`config.mk`:
```
export PLATFORM = sky130hd
export DESIGN_NAME = lfu_page_replacement
export DESIGN_NICKNAME = d
export VERILOG_FILES = /design/src/rtl/lfu_pkg.sv /design/src/rtl/lfu_match.sv /design/src/rtl/lfu_min_sel.sv /design/src/rtl/lfu_page_replacement.sv
export SDC_FILE = /design/constraint.sdc
export NUM_CORES = 1
export LEC_CHECK = 0
export BUFFER_PORTS_ARGS = -buffer_cell sky130_fd_sc_hd__buf_2
export CORE_MARGIN = 2
export CORE_UTILIZATION = 50
export CTS_CLUSTER_DIAMETER = 80
export DETAILED_ROUTE_END_ITERATION = 7
export PLACE_DENSITY = 0.67
export REMOVE_ABC_BUFFERS = 1
export SETUP_SLACK_MARGIN = 0.1
export SKIP_CTS_REPAIR_TIMING = 1
export SKIP_LAST_GASP = 1
export SYNTH_ARGS = -nofsm -noshare
export SYNTH_HDL_FRONTEND = slang
export SYNTH_SLANG_ARGS = --single-unit
```
`constraint.sdc`:
```
create_clock -name i_clk -period 11 [get_ports i_clk]
set_input_delay 2.2 -clock i_clk [delete_from_list [all_inputs] [get_ports i_clk]]
set_output_delay 2.2 -clock i_clk [all_outputs]
set_load 0.01 [all_outputs]
```
`src/rtl/lfu_pkg.sv`:
```
`timescale 1ns / 1ps
// Shared types and constants for the LFU page replacement block.
// No dependencies; imported by the top level.
package lfu_pkg;

    localparam int CFG_W   = 4;
    localparam int SLOT_W  = 3;
    localparam int FAULT_W = 32;

    typedef logic [CFG_W-1:0]   t_cfg;
    typedef logic [SLOT_W-1:0]  t_slot;
    typedef logic [FAULT_W-1:0] t_fault;

    localparam t_cfg   CFG_RESET = t_cfg'(8);
    localparam t_fault FAULT_MAX = '1;

endpackage

```
`src/rtl/lfu_match.sv`:
```
`timescale 1ns / 1ps
// Parallel tag compare over all frames with lowest-index priority.
// Depends on nothing; instantiated by lfu_page_replacement.
module lfu_match #(
    parameter int MAX_FRAMES = 8,
    parameter int PAGE_BITS  = 16,
    parameter int IDX_W      = 3
) (
    input  logic [PAGE_BITS-1:0]  i_page,
    input  logic [PAGE_BITS-1:0]  i_pages [MAX_FRAMES],
    input  logic [MAX_FRAMES-1:0] i_live,
    output logic                  o_hit,
    output logic [IDX_W-1:0]      o_idx
);

    logic [MAX_FRAMES-1:0] match_vec;
    logic [MAX_FRAMES-1:0] first_vec;

    always_comb begin
        for (int k = 0; k < MAX_FRAMES; k++) begin
            match_vec[k] = i_live[k] && (i_pages[k] == i_page);
        end
        // isolate the lowest set bit
        first_vec = match_vec & (~match_vec + MAX_FRAMES'(1));
        o_hit     = |match_vec;
        o_idx     = '0;
        for (int k = 0; k < MAX_FRAMES; k++) begin
            if (first_vec[k]) begin
                o_idx = o_idx | IDX_W'(k);
            end
        end
    end

endmodule

```
`src/rtl/lfu_min_sel.sv`:
```
`timescale 1ns / 1ps
// Balanced compare tree picking the active frame with the smallest use count,
// lowest index on ties. Depends on nothing; instantiated by the top level.
module lfu_min_sel #(
    parameter int MAX_FRAMES = 8,
    parameter int COUNT_BITS = 16,
    parameter int IDX_W      = 3
) (
    input  logic [COUNT_BITS-1:0] i_counts [MAX_FRAMES],
    input  logic [MAX_FRAMES-1:0] i_active,
    output logic [IDX_W-1:0]      o_idx
);

    localparam int LEVELS = (MAX_FRAMES > 1) ? $clog2(MAX_FRAMES) : 0;
    localparam int LEAVES = 1 << LEVELS;
    localparam int NODES  = 2 * LEAVES - 1;

    logic                  nd_act [NODES];
    logic [COUNT_BITS-1:0] nd_cnt [NODES];
    logic [IDX_W-1:0]      nd_idx [NODES];

    genvar g;
    generate
        for (g = 0; g < LEAVES; g++) begin : g_leaf
            if (g < MAX_FRAMES) begin : g_real
                assign nd_act[LEAVES-1+g] = i_active[g];
                assign nd_cnt[LEAVES-1+g] = i_counts[g];
                assign nd_idx[LEAVES-1+g] = IDX_W'(g);
            end else begin : g_pad
                assign nd_act[LEAVES-1+g] = 1'b0;
                assign nd_cnt[LEAVES-1+g] = '0;
                assign nd_idx[LEAVES-1+g] = '0;
            end
        end
        for (g = 0; g < LEAVES - 1; g++) begin : g_node
            logic take_left;
            // left child holds the lower indices, so it wins ties
            assign take_left = nd_act[2*g+1] &&
                               (!nd_act[2*g+2] || (nd_cnt[2*g+1] <= nd_cnt[2*g+2]));
            assign nd_act[g] = nd_act[2*g+1] | nd_act[2*g+2];
            assign nd_cnt[g] = take_left ? nd_cnt[2*g+1] : nd_cnt[2*g+2];
            assign nd_idx[g] = take_left ? nd_idx[2*g+1] : nd_idx[2*g+2];
        end
    endgenerate

    assign o_idx = nd_idx[0];

endmodule

```
`src/rtl/lfu_page_replacement.sv`:
```
`timescale 1ns / 1ps
// Top level of the LFU page replacement block: frame state, handshakes, result register.
// Depends on lfu_pkg, lfu_match and lfu_min_sel.
//
// Usage:
//   Input channel  : i_in_valid / o_in_stall carry one page request (i_page) per transfer.
//   Output channel : o_out_valid / i_out_stall carry one result per request: hit flag,
//                    frame slot, evicted page (with its valid flag) and running fault count.
//   Config channel : i_cfg_valid / o_cfg_ready carry frames_in_use (i_cfg_data); the port is
//                    always ready. Write it only while no request is in flight.
//   Request path: an accepted request is captured in the input register, then goes through
//   one pass of compare, min-select and update into the result register, from which it
//   transfers out.
//   Throughput: one request per cycle while i_out_stall is low. The frame state is updated
//   at the same edge the result is registered, so the next request sees it with no bubble;
//   the combinational path through the tag compare and the use-count min tree sets this rate.
//   Reset (synchronous, active low): all frames empty with count 0, fault count 0,
//   frames_in_use 8, both pipeline registers empty.
//   Receiver stall: the result register holds; a request waiting in the input register
//   holds too and o_in_stall rises, so nothing is dropped or repeated.
module lfu_page_replacement
    import lfu_pkg::*;
#(
    parameter int MAX_FRAMES = 8,
    parameter int PAGE_BITS  = 16,
    parameter int COUNT_BITS = 16
) (
    input  logic                 i_clk,
    input  logic                 i_rst_n,
    // configuration write
    input  logic                 i_cfg_valid,
    output logic                 o_cfg_ready,
    input  t_cfg                 i_cfg_data,
    // request channel
    input  logic                 i_in_valid,
    output logic                 o_in_stall,
    input  logic [PAGE_BITS-1:0] i_page,
    // result channel
    output logic                 o_out_valid,
    input  logic                 i_out_stall,
    output logic                 o_hit,
    output t_slot                o_slot,
    output logic                 o_evicted_valid,
    output logic [PAGE_BITS-1:0] o_evicted_page,
    output t_fault               o_fault_count
);

    localparam int IDX_W = (MAX_FRAMES > 1) ? $clog2(MAX_FRAMES) : 1;

    // configuration
    t_cfg r_cfg;

    // input register
    logic                 r_in_valid;
    logic [PAGE_BITS-1:0] r_in_page;

    // frame state
    logic [PAGE_BITS-1:0]  r_page  [MAX_FRAMES];
    logic [MAX_FRAMES-1:0] r_valid;
    logic [COUNT_BITS-1:0] r_count [MAX_FRAMES];
    t_fault                r_faults;
    t_fault                n_faults;

    // result register
    logic                 r_out_valid;
    logic                 r_hit;
    t_slot                r_slot;
    logic                 r_ev_valid;
    logic [PAGE_BITS-1:0] r_ev_page;
    t_fault               r_fault_out;

    logic                  advance;
    logic                  in_xfer;
    logic [7:0]            n_active;
    logic [MAX_FRAMES-1:0] active;
    logic [MAX_FRAMES-1:0] live;
    logic                  hit;
    logic [IDX_W-1:0]      hit_idx;
    logic [IDX_W-1:0]      vic_idx;
    logic [IDX_W-1:0]      sel_idx;
    logic                  ev_valid;
    logic [PAGE_BITS-1:0]  ev_page;
    logic [IDX_W+2:0]      slot_ext;

    // Advance the input register whenever the result register is free or drains.
    assign advance    = r_in_valid && (!r_out_valid || !i_out_stall);
    assign o_in_stall = r_in_valid && !advance;
    assign in_xfer    = i_in_valid && !o_in_stall;
    assign o_cfg_ready = 1'b1;

    // Clamp frames_in_use to 1..MAX_FRAMES.
    always_comb begin
        if (i_rst_n && (r_cfg == '0)) begin
            n_active = 8'd1;
        end else if (8'(r_cfg) > 8'(MAX_FRAMES)) begin
            n_active = 8'(MAX_FRAMES);
        end else begin
            n_active = 8'(r_cfg);
        end
        if (n_active == 8'd0) begin
            n_active = 8'd1;
        end
        for (int k = 0; k < MAX_FRAMES; k++) begin
            active[k] = 8'(k) < n_active;
        end
        live = active & r_valid;
    end

    lfu_match #(
        .MAX_FRAMES (MAX_FRAMES),
        .PAGE_BITS  (PAGE_BITS),
        .IDX_W      (IDX_W)
    ) u_match (
        .i_page  (r_in_page),
        .i_pages (r_page),
        .i_live  (live),
        .o_hit   (hit),
        .o_idx   (hit_idx)
    );

    lfu_min_sel #(
        .MAX_FRAMES (MAX_FRAMES),
        .COUNT_BITS (COUNT_BITS),
        .IDX_W      (IDX_W)
    ) u_min_sel (
        .i_counts (r_count),
        .i_active (active),
        .o_idx    (vic_idx)
    );

    assign sel_idx  = hit ? hit_idx : vic_idx;
    assign slot_ext = {3'b000, sel_idx};

    // Pick out the victim's contents with a one-hot AND-OR, and count a fault on a miss (saturating).
    always_comb begin
        ev_valid = 1'b0;
        ev_page  = '0;
        for (int k = 0; k < MAX_FRAMES; k++) begin
            if (vic_idx == IDX_W'(k)) begin
                ev_valid = ev_valid | r_valid[k];
                ev_page  = ev_page | (r_valid[k] ? r_page[k] : '0);
            end
        end
        n_faults = r_faults;
        if (!hit && (r_faults != FAULT_MAX)) begin
            n_faults = r_faults + t_fault'(1);
        end
    end

    always_ff @(posedge i_clk) begin
        if (!i_rst_n) begin
            r_cfg <= CFG_RESET;
        end else if (i_cfg_valid && o_cfg_ready) begin
            r_cfg <= i_cfg_data;
        end
    end

    always_ff @(posedge i_clk) begin
        if (!i_rst_n) begin
            r_in_valid <= 1'b0;
        end else if (in_xfer) begin
            r_in_valid <= 1'b1;
        end else if (advance) begin
            r_in_valid <= 1'b0;
        end
    end

    always_ff @(posedge i_clk) begin
        if (in_xfer) begin
            r_in_page <= i_page;
        end
    end

    // Frame update: bump the hit frame's count, or load the victim.
    genvar g;
    generate
        for (g = 0; g < MAX_FRAMES; g++) begin : g_frame
            logic sel_me;
            assign sel_me = (sel_idx == IDX_W'(g));

            always_ff @(posedge i_clk) begin
                if (!i_rst_n) begin
                    r_valid[g] <= 1'b0;
                    r_count[g] <= '0;
                end else if (advance && sel_me) begin
                    if (hit) begin
                        if (r_count[g] != '1) begin
                            r_count[g] <= r_count[g] + COUNT_BITS'(1);
                        end
                    end else begin
                        r_valid[g] <= 1'b1;
                        r_count[g] <= COUNT_BITS'(1);
                    end
                end
            end

            always_ff @(posedge i_clk) begin
                if (advance && sel_me && !hit) begin
                    r_page[g] <= r_in_page;
                end
            end
        end
    endgenerate

    always_ff @(posedge i_clk) begin
        if (!i_rst_n) begin
            r_faults    <= '0;
            r_out_valid <= 1'b0;
        end else begin
            if (advance) begin
                r_faults    <= n_faults;
                r_out_valid <= 1'b1;
            end else if (!i_out_stall) begin
                r_out_valid <= 1'b0;
            end
        end
    end

    // Hold the result payload while stalled; load it only on advance.
    always_ff @(posedge i_clk) begin
        if (advance) begin
            r_hit       <= hit;
            r_slot      <= slot_ext[SLOT_W-1:0];
            r_ev_valid  <= !hit && ev_valid;
            r_ev_page   <= (!hit && ev_valid) ? ev_page : '0;
            r_fault_out <= n_faults;
        end
    end

    assign o_out_valid     = r_out_valid;
    assign o_hit           = r_hit;
    assign o_slot          = r_slot;
    assign o_evicted_valid = r_ev_valid;
    assign o_evicted_page  = r_ev_page;
    assign o_fault_count   = r_fault_out;

endmodule
```
# After elaboration in Yosys (flattened, before gate mapping)
# Index checks and enable logic that the tools add are counted.
[op_classes] add_sub_neg=10 magnitude_cmp=16 n_eq_ne=40 n_mux=69 n_bitwise=24 reduce_logical=79
[ops] op="$mux 16" count=38
[ops] op="$add 16x1->16 const B" count=8
[ops] op="$eq 16x16->1" count=8
[ops] op="$ne 16x16->1 const B" count=8
[ops] op="$le 16x16->1" count=7
[ops] op="$or 16x16->16" count=7
[ops] op="$logic_and 1x1->1" count=37
[ops] op="$add 32x1->32 const B" count=1
[ops] op="$lt 3x8->1 const A" count=4
[ops] op="$mux 32" count=1
[ops] op="$ne 32x32->1 const B" count=1
[ops] op="$reduce_and 2->1" count=16
[ops] op="$eq 3x3->1 const B" count=8
[ops] op="$mux 3" count=6
[ops] op="$ne 2x1->1 const B" count=9
[ops] op="$mux 1" count=17
[ops] op="$and 8x8->8" count=2
[ops] op="$lt 1x8->1 const A" count=2
[ops] op="$lt 2x8->1 const A" count=2
[ops] op="$mux 8" count=2
[ops] op="$or 1x1->1" count=13
[ops] op="$eq 3x2->1 const B" count=4
[ops] op="$logic_not 1->1" count=12
[ops] op="$add 8x1->8 const B" count=1
[ops] op="12 further kinds" count=24
[word_totals] register_bits=371 input_bits=25 out_inout_bits=56 wordCells=272

# Logic depth before layout (Yosys ltp)
# Gate-level depths: netlist (run 1).
[depth] ltp_word=35 depth_mapped=33 mapped_depth_nobuf=28

# Modules after synthesis
# From an unflattened synthesis (run 1), not the netlist that was laid out.
[unflattened] hier_cells=2172 area_unflattened_um2=21798.4
[by_module_without_submodules] mod="lfu_page_replacement" instances=1 cells_each=1463 area_per_inst_um2=16054.1 seq_area_each_um2=9399.0
[by_module_without_submodules] mod="lfu_min_sel" instances=1 cells_each=501 area_per_inst_um2=4076.4 seq_area_each_um2=0.0
[by_module_without_submodules] mod="lfu_match" instances=1 cells_each=208 area_per_inst_um2=1667.8 seq_area_each_um2=0.0

# Worst setup path after synthesis (run 1)
# OpenSTA, ideal clock, no wires.
[synth_path] kind="register to register" start="reg r_count[69] in the netlist's numbering" end="reg r_count[11] in the netlist's numbering" setup_time_ps=128 arrival_ps=8215 required_time_ps=10872 slack_ps=2658 path_stages_with_launch=32 n_path_buf=6 period_less_slack_ps=8342 path_cell_list="dfxtp_1 -> clkbuf_1 -> inv_1 -> ha_1 -> nand3_1 -> a21boi_0 -> o311a_1 -> nor3_1 -> clkbuf_1 -> mux2i_1 -> ha_1 -> a21oi_1 -> nand2_1 -> a221o_1 -> o31a_1 -> buf_1 -> clkbuf_1 -> nor2_1 -> a21oi_1 -> ha_1 -> a211o_1 -> a31oi_1 -> o21ai_0 -> a211o_1 -> a21oi_1 -> nor4bb_1 -> or3_1 -> clkbuf_1 -> nor3_1 -> nand2b_1 -> clkbuf_1 -> nor2_1"
[synth_between] elab_chain_cells=16 elab_cells_between_ends=18 classes_between="3 x order compare; 1 x eq/ne; 6 x mux; 8 x reduce/logical"
[synth_lines] element="start, declared" line_no="lfu_page_replacement.sv:60" rtl="logic [COUNT_BITS-1:0] r_count [MAX_FRAMES];"
[synth_lines] element="start signal, assigned by index" line_no="lfu_page_replacement.sv:188" rtl="r_count[g] <= r_count[g] + COUNT_BITS'(1);"
[synth_lines] element="$le 16x16->1" line_no="lfu_min_sel.sv:39" rtl="(!nd_act[2*g+2] || (nd_cnt[2*g+1] <= nd_cnt[2*g+2]));"
[synth_lines] element="$logic_or 1x1->1" line_no="lfu_min_sel.sv:39"
[synth_lines] element="$logic_and 1x1->1" line_no="lfu_min_sel.sv:38" rtl="assign take_left = nd_act[2*g+1] &&"
[synth_lines] element="$mux 16" line_no="lfu_min_sel.sv:41" rtl="assign nd_cnt[g] = take_left ? nd_cnt[2*g+1] : nd_cnt[2*g+2];"
[synth_lines] element="$le 16x16->1" line_no="lfu_min_sel.sv:39"
[synth_lines] element="$logic_or 1x1->1" line_no="lfu_min_sel.sv:39"
[synth_lines] element="$logic_and 1x1->1" line_no="lfu_min_sel.sv:38"
[synth_lines] element="$mux 16" line_no="lfu_min_sel.sv:41"
[synth_lines] element="$le 16x16->1" line_no="lfu_min_sel.sv:39"
[synth_lines] element="$logic_or 1x1->1" line_no="lfu_min_sel.sv:39"
[synth_lines] element="$logic_and 1x1->1" line_no="lfu_min_sel.sv:38"
[synth_lines] element="$mux 3 (*)" line_no="lfu_min_sel.sv:42" rtl="assign nd_idx[g] = take_left ? nd_idx[2*g+1] : nd_idx[2*g+2];"
[synth_lines] element="$mux 3 (*)" line_no="lfu_page_replacement.sv:131" rtl="assign sel_idx = hit ? hit_idx : vic_idx;"
[synth_lines] element="$eq 3x3->1 (*)" line_no="lfu_page_replacement.sv:179" rtl="assign sel_me = (sel_idx == IDX_W'(g));"
[synth_lines] element="$logic_and 1x1->1 (*)" line_no="lfu_page_replacement.sv:185" rtl="end else if (advance && sel_me) begin"
[synth_lines] element="$reduce_and 2->1 (no source line) (*)"
# Mark *: on every way between the ends. The rest lies on a longest branch, timed or not.
# A chain may end at the register's enable or synchronous reset.

# Worst setup path in the final report (run 1)
[layout_path] start="reg r_count[110] in the netlist's numbering" end="reg r_count[15] in the netlist's numbering"
# The elaborated chain is that of the path after synthesis.

==> results of run 1 <==
==> power by group through the flow <==
stage | Sequential [mW] | Clock, mW | Combinational, mW
after floorplan | 1.76 | 0 | 0.972
final | 1.76 | 1.34 | 1.65
after global placement | 1.78 | 0 | 1.59
after global routing | 1.77 | 1.42 | 1.77
after detailed placement | 1.79 | 0 | 1.61
after CTS | 1.76 | 1.37 | 1.61
==> cells by family after synthesis <==
logic type      synth area share, %
compound gates                 10.7
xor+xnor                       11.2
buf+inv                        3.53
other cells                  0.0177
mux                            1.99
simple gates                   21.1
flops                          44.3
fa+ha+maj                      7.13
==> layer usage <==
layer  routed length [microns]  up-vias
li1                          -     8271
met4                      2270        2
met5                         7        -
met1                     26700     8347
met3                      3610      118
met2                     28200      574
==> final cells by class <==
class	instances	area (sq um)	area share (%)
flip-flops and latches	371	9400	40.0
inverters	80	300	1.28
clock buffers	58	1130	4.82
clock inverters	19	171	0.730
multi-input cells	1656	11100	47.4
well taps	539	674	2.87
repair buffers	117	681	2.90
diodes	1	2.50	0.0107
==> Yosys cell counts, types with 6 or more instances <==
library cell	n
and2_1	14
nand2b_1	14
a211oi_1	13
and4_1	15
nand2_1	168
nor3_1	65
xor2_1	83
o21ai_1	9
xnor2_1	189
dfxtp_1	174
buf_1	7
a222oi_1	32
a21oi_1	102
nand4_1	83
a21o_1	20
a31oi_1	20
o21ai_0	80
clkbuf_1	96
and3_1	40
o21a_1	9
mux2i_1	40
nor4_1	78
nand3_1	96
edfxtp_1	197
a22oi_1	17
or4_1	14
nor2_1	213
or3_1	19
ha_1	121
nor2b_1	10
inv_1	77
nor4b_1	16
o211ai_1	6
==> flip-flops by register name, summed over array words and instances, names as in the netlist, 4 cells and up <==
name            flops
o_evicted_page     16
o_fault_count      32
r_cfg               4
r_count           128
r_faults           32
r_in_page          16
r_page            128
r_valid             8
==> critical path: stages (launching register included) <==
cell and delay (ps):
dfxtp_1 340, inv_1 130, ha_1 350, a21oi_1 150, nand2_1 60, a21oi_1 250, o21ai_0 200, o21ai_2 920
o21ai_0 410, ha_1 400, nand4_1 120, nor4_1 370, a21boi_0 320, o31a_1 950, a21oi_1 300, ha_1 380
and3_1 140, nand4_1 140, nor2_1 220, a211oi_1 140, nor2_1 470, o211ai_1 260, or3_1 750, a2111oi_1 1050
a21oi_1 170, o21ba_2 250
==> stage by stage <==
step	total power, mW	hold WS (ps)
floorplan	2.73	448
global route	4.96	527
global placement	3.37	467
finish	4.74	496
detailed placement	3.39	480
CTS	4.74	501
==> path summary, 6_finish.rpt <==
check,startpoint,end,slack (ps),cells after the start
max,r_count[110]$_SDFFE_PN0P_,r_count[15]$_SDFFE_PN0P_,1650,25
min,r_in_valid$_SDFFE_PN0P_,o_out_valid$_SDFFE_PN0P_,500,2
max reg2reg,r_count[110]$_SDFFE_PN0P_,r_count[15]$_SDFFE_PN0P_,1650,25
min reg2reg,r_in_valid$_SDFFE_PN0P_,o_out_valid$_SDFFE_PN0P_,500,2
==> results.json, run 1 <==
{
  "drive_gt1_share_pct": 9.13,
  "timing.fmax_ghz": 0.107,
  "required_ps": 11460,
  "first_pass_iters": 8,
  "cts_max_level": 2,
  "slew_viol_final": 0,
  "synthesis.area_sq_um": 21200,
  "synth_edf_count": 197,
  "violations": "design-rule violations",
  "viasPerCell": 6.09,
  "fin_crit_ps": 9350,
  "min_path_type": "reg -> reg",
  "post-route-drc-count": 5,
  "gp_congestion": 0.926,
  "status": "finished, violations left",
  "yosys_warnings": 0,
  "ys_ff_latch": 371,
  "pwr_density_cell_nw_per_um2": 202,
  "initial_core_util_pct": 50.6,
  "sw_frac_of_total_pct": 40.6,
  "use_met3_pct": 3.71,
  "internal_power_mw": 2.82,
  "relSlewSlack_pct": 4.34,
  "worstPathMaxFanout": 33,
  "rsz0062_at_grt": "no",
  "worst_setup_path_end_kind": "flop",
  "hpwl_microns": 44000,
  "cts_max_path_buffers": 3,
  "coreArea_sq_um": 41900,
  "post_dp_cell_area_sq_um": 22200,
  "power_frac_seq_pct": 37.1,
  "area_growth_pct": 10.6,
  "die_area_sq_um": 44100,
  "grtUsageMet2_pct": 44.7,
  "layoutNonFillerInstCount": 2841,
  "grt_busiest_layer": "met2",
  "wl_per_cell_microns": 21.4,
  "finalNetCount": 2414,
  "hold_viol": 0,
  "setup.worst_path.class": "reg -> reg",
  "start_kind": "flop",
  "power_switching_mw": 1.93,
  "ys_top_cells_by_area": "edfxtp_1 28%, dfxtp_1 16%, xnor2_1 7.8%",
  "final.setup.tns_ps": 0,
  "cp_data_arrival_time_ps": 9810,
  "synth_top_area_share_pct": 27.9,
  "ys.flop_type": "edfxtp_1",
  "grt_antenna_before_repair": 2,
  "synth_largest_area_cell": "edfxtp_1",
  "finalSetupViolations": 0,
  "rows": 75,
  "tightest_slew_ps": 1430,
  "skew_ps": 28.7,
  "clock_latency_ps": 590,
  "final_cell_mix": "213 x nor2_1, 197 x edfxtp_1, 189 x xnor2_1",
  "postRouteAntennaNets": 0,
  "clock_power_share_pct": 28.2,
  "power_frac_comb_pct": 34.7,
  "max-vdd-ir-drop_mv": 0.352,
  "postSynthCellCount": 2217,
  "cts_buffers": 42,
  "grt_pass1_wl_microns": 93600,
  "fin_util_pct": 56.0,
  "grt.overflow.total": 0,
  "layout_commonest_cell": "nor2_1",
  "async_flop_share_pct": 0,
  "grtUsageMet1_pct": 37.0,
  "drt_iter0_markers": 1676,
  "place_ws_ps": 1820,
  "port_buffers": 79,
  "clkTransAtPathRegs_ps": 60,
  "p_leak_nw": 8.17,
  "ios": 81,
  "finalWorstSetupSlack_ps": 1650,
  "fp.dieW_microns": 210,
  "grt_start_max_net_pins": 67,
  "gr-usage-all-layers_pct": 27.4,
  "via_count": 17300,
  "dp_cells": 2762,
  "ctsRootBufferMaster": "clkbuf_16",
  "maxCapViolations": 0,
  "yosysSeqAreaShare_pct": 44.3,
  "n_fill_cell": 3676,
  "grt_pass1_vias": 16400,
  "finalWirelength_microns": 60800,
  "cts_tree": "yes",
  "finalInstanceArea_sq_um": 23500,
  "period_share_pct": 85.0,
  "yosys.cell_types.count": 78,
  "die_h_microns": 210,
  "avgSynthCellArea_sq_um": 9.57,
  "clock_sinks": 371
}
Note: power is estimated with default switching activity, not from simulation.
==> run 2: changes to the inputs <==
ABC_AREA = 1   (was not set)
PLACE_DENSITY = 0.69   (was 0.67)
clock period = 8.5 ns   (was 11 ns; I/O delays follow)
==> run 2 against run 1 <==
  * The run now ends clean
  * Critical path depth up 8
  * Synthesized cell count up 58%
  * Clock-buffer cell count up 3
  * Cell area increased by 14%
  * Sequential share of layout area decreased by 4.9 points
  * Wire length is 26% higher
  * Area after synthesis is 15% higher
  * Via count increased by 36%
  * Final cell count is 48% higher
  * Die area up 15%
  * Highest routed layer unchanged
==> results.json, run 2 <==
{
  "pwr_density_cell_nw_per_um2": 176,
  "final.setup.tns_ps": 0,
  "worst-path-buf-inv": 3,
  "period_share_pct": 89.5,
  "power_switching_mw": 1.44,
  "area_growth_pct": 9.60,
  "n_fill_cell": 4677,
  "max-vdd-ir-drop_mv": 0.201,
  "first_pass_iters": 8,
  "yosysMostFrequentCell": "nand2_1",
  "ios": 81,
  "clock_latency_ps": 600,
  "clock_power_share_pct": 40.7,
  "ys_ff_latch": 371,
  "timing.fmax_ghz": 0.132,
  "reg_top3": "r_count (128), r_page (128)",
  "postRouteAntennaNets": 0,
  "hold_viol": 0,
  "ctsRootBufferMaster": "clkbuf_16",
  "internal_power_mw": 3.27,
  "sw_frac_of_total_pct": 30.5,
  "ys.flop_type": "edfxtp_1",
  "slew_viol_final": 0,
  "tightest_slew_ps": 1070,
  "worst_hold_slack_ps": 468,
  "cp_top_family": "simple AND/OR/NAND/NOR gates",
  "cts_max_level": 2,
  "initial_core_util_pct": 50.9,
  "cp-startpoint": "r_count[45]$_SDFFE_PN0P_",
  "async_flop_share_pct": 0,
  "grt_pass1_vias": 21400,
  "finalWirelength_microns": 76800,
  "synthesis.area_sq_um": 24400,
  "hpwl_microns": 56600,
  "avgSynthCellArea_sq_um": 6.98,
  "p_leak_nw": 11.6,
  "synth_common_cells": "975 x nand2_1, 469 x nor2_1, 447 x inv_1",
  "yosys.cell_types.count": 52,
  "yosysSeqAreaShare_pct": 38.5,
  "gp_congestion": 0.990,
  "ys_top_cells_by_area": "edfxtp_1 24%, nand2_1 15%, dfxtp_1 14%",
  "maxCapViolations": 0,
  "finalSetupViolations": 0,
  "crit_top_cell": "nand2_1",
  "postSynthCellCount": 3497,
  "fin_crit_ps": 7600,
  "relSlewSlack_pct": 28.6,
  "cts_tree": "yes",
  "finalWorstSetupSlack_ps": 896,
  "worst_setup_path_end_kind": "flop",
  "synth_edf_count": 197,
  "viasPerCell": 5.60,
  "hold_start": "r_count[105]$_SDFFE_PN0P_",
  "grt_pass1_wl_microns": 119000,
  "setup.worst_path.class": "reg -> reg",
  "synth_largest_area_cell": "edfxtp_1",
  "max_stage_delay_ps": 630,
  "power_frac_comb_pct": 16.5,
  "final_cell_mix": "974 x nand2_1, 467 x nor2_1, 447 x inv_1",
  "reg2reg_slack_ps": 900,
  "post-route-drc-count": 0,
  "cpMaxStageDelayCell": "o21ai_0",
  "status": "completed",
  "worstPathMaxFanout": 35,
  "via_count": 23500,
  "port_buffers": 79,
  "rsz0062_at_grt": "no",
  "grt_start_max_net_pins": 60,
  "drt_iter0_markers": 2585,
  "coreArea_sq_um": 47900,
  "die_h_microns": 225,
  "gr-usage-all-layers_pct": 30.2,
  "min_path_type": "reg -> reg",
  "power_frac_seq_pct": 42.8,
  "place_ws_ps": 808,
  "layout_commonest_cell": "nand2_1",
  "clkTransAtPathRegs_ps": 60,
  "cp_data_arrival_time_ps": 7810,
  "grt_antenna_before_repair": 1,
  "fp.dieW_microns": 225,
  "cts_buffers": 45,
  "rows": 80,
  "r2r_start": "r_count[45]$_SDFFE_PN0P_",
  "die_area_sq_um": 50600,
  "skew_ps": 27.1,
  "grt.overflow.total": 0,
  "clock_sinks": 371,
  "start_kind": "flop",
  "cts_max_path_buffers": 3,
  "wl_per_cell_microns": 18.3,
  "finalNetCount": 3693,
  "synth_top_area_share_pct": 24.2,
  "yosys_warnings": 0,
  "drive_gt1_share_pct": 6.98,
  "required_ps": 8710
}
-- run 2: changes by cell type after synthesis, sizes merged, moves of 45 or more --
cell and change:
nand2 +821, inv +392, nor2 +271, xnor2 -177
nand4 +131, o21ai +98, a21oi +45
-- run 2: worst paths after layout --
kind	to	cells after the start
max	r_page[24]$_DFFE_PP_	33
min	r_count[105]$_SDFFE_PN0P_	2
max reg2reg	r_page[24]$_DFFE_PP_	33
min reg2reg	r_count[105]$_SDFFE_PN0P_	2
-- run 2: layout make-up --
type | count | area (sq um) | share of cell area [%]
Multi-Input combinational cell | 2547 | 12700 | 47.6
Sequential cell | 371 | 9400 | 35.1
Inverter | 474 | 1780 | 6.65
Clock buffer | 61 | 1240 | 4.62
Tap cell | 615 | 769 | 2.88
Timing Repair Buffer | 108 | 613 | 2.29
Clock inverter | 22 | 215 | 0.804
Antenna cell | 1 | 2.50 | 0.00935
-- run 2: logic make-up after synthesis --
kind of cell | after synthesis | synth area share, %
XOR/XNOR | 55 | 1.97
flip-flops | 371 | 38.5
buffers and inverters | 579 | 9.37
AO/OA/AOI/OAI | 373 | 8.19
AND/OR/NAND/NOR | 1997 | 35.8
adder cells (fa/ha/maj) | 121 | 6.20
other | 1 | 0.0154
-- run 2: per-stage QoR --
step | instances | util (%) | cell area, sq um | total power, mW
2_1_floorplan | 3392 | - | 23900 | 2.54
3_3_place_gp | 4115 | 52.8 | 25300 | 2.81
3_5_place_dp | 4115 | 52.8 | 25300 | 2.81
4_1_cts | 4198 | 55.8 | 26800 | 4.71
5_1_grt | 4198 | 55.8 | 26800 | 4.88
6_report | 4199 | 55.8 | 26800 | 4.71
-- run 2: tightest hold or removal path: cells and delay by family, from the launching register on --
family / cells / cell delay [ps]
and+or+nand+nor: 1 / 60
AOI/OAI and AO/OA: 1 / 60
DFF: 1 / 310
-- run 2: metal layers --
| layer | track usage [%] | part of all wire (%) | up-vias |
|---|---|---|---|
| met5 | 0 | 0.012 | - |
| met2 | 47.3 | 43 | 1041 |
| li1 | - | - | 11700 |
| met1 | 41.9 | 44 | 10600 |
| met3 | 4.81 | 8.6 | 183 |
| met4 | 11.6 | 4.0 | 2 |
-- run 2: power by group through the flow --
stage	Clock, mW	Sequential (mW)	Combinational, mW
after global placement	0	2.05	0.758
after CTS	1.94	2.01	0.760
final	1.92	2.02	0.776
after floorplan	0	2.05	0.490
after detailed placement	0	2.05	0.758
after global routing	2.01	2.02	0.856
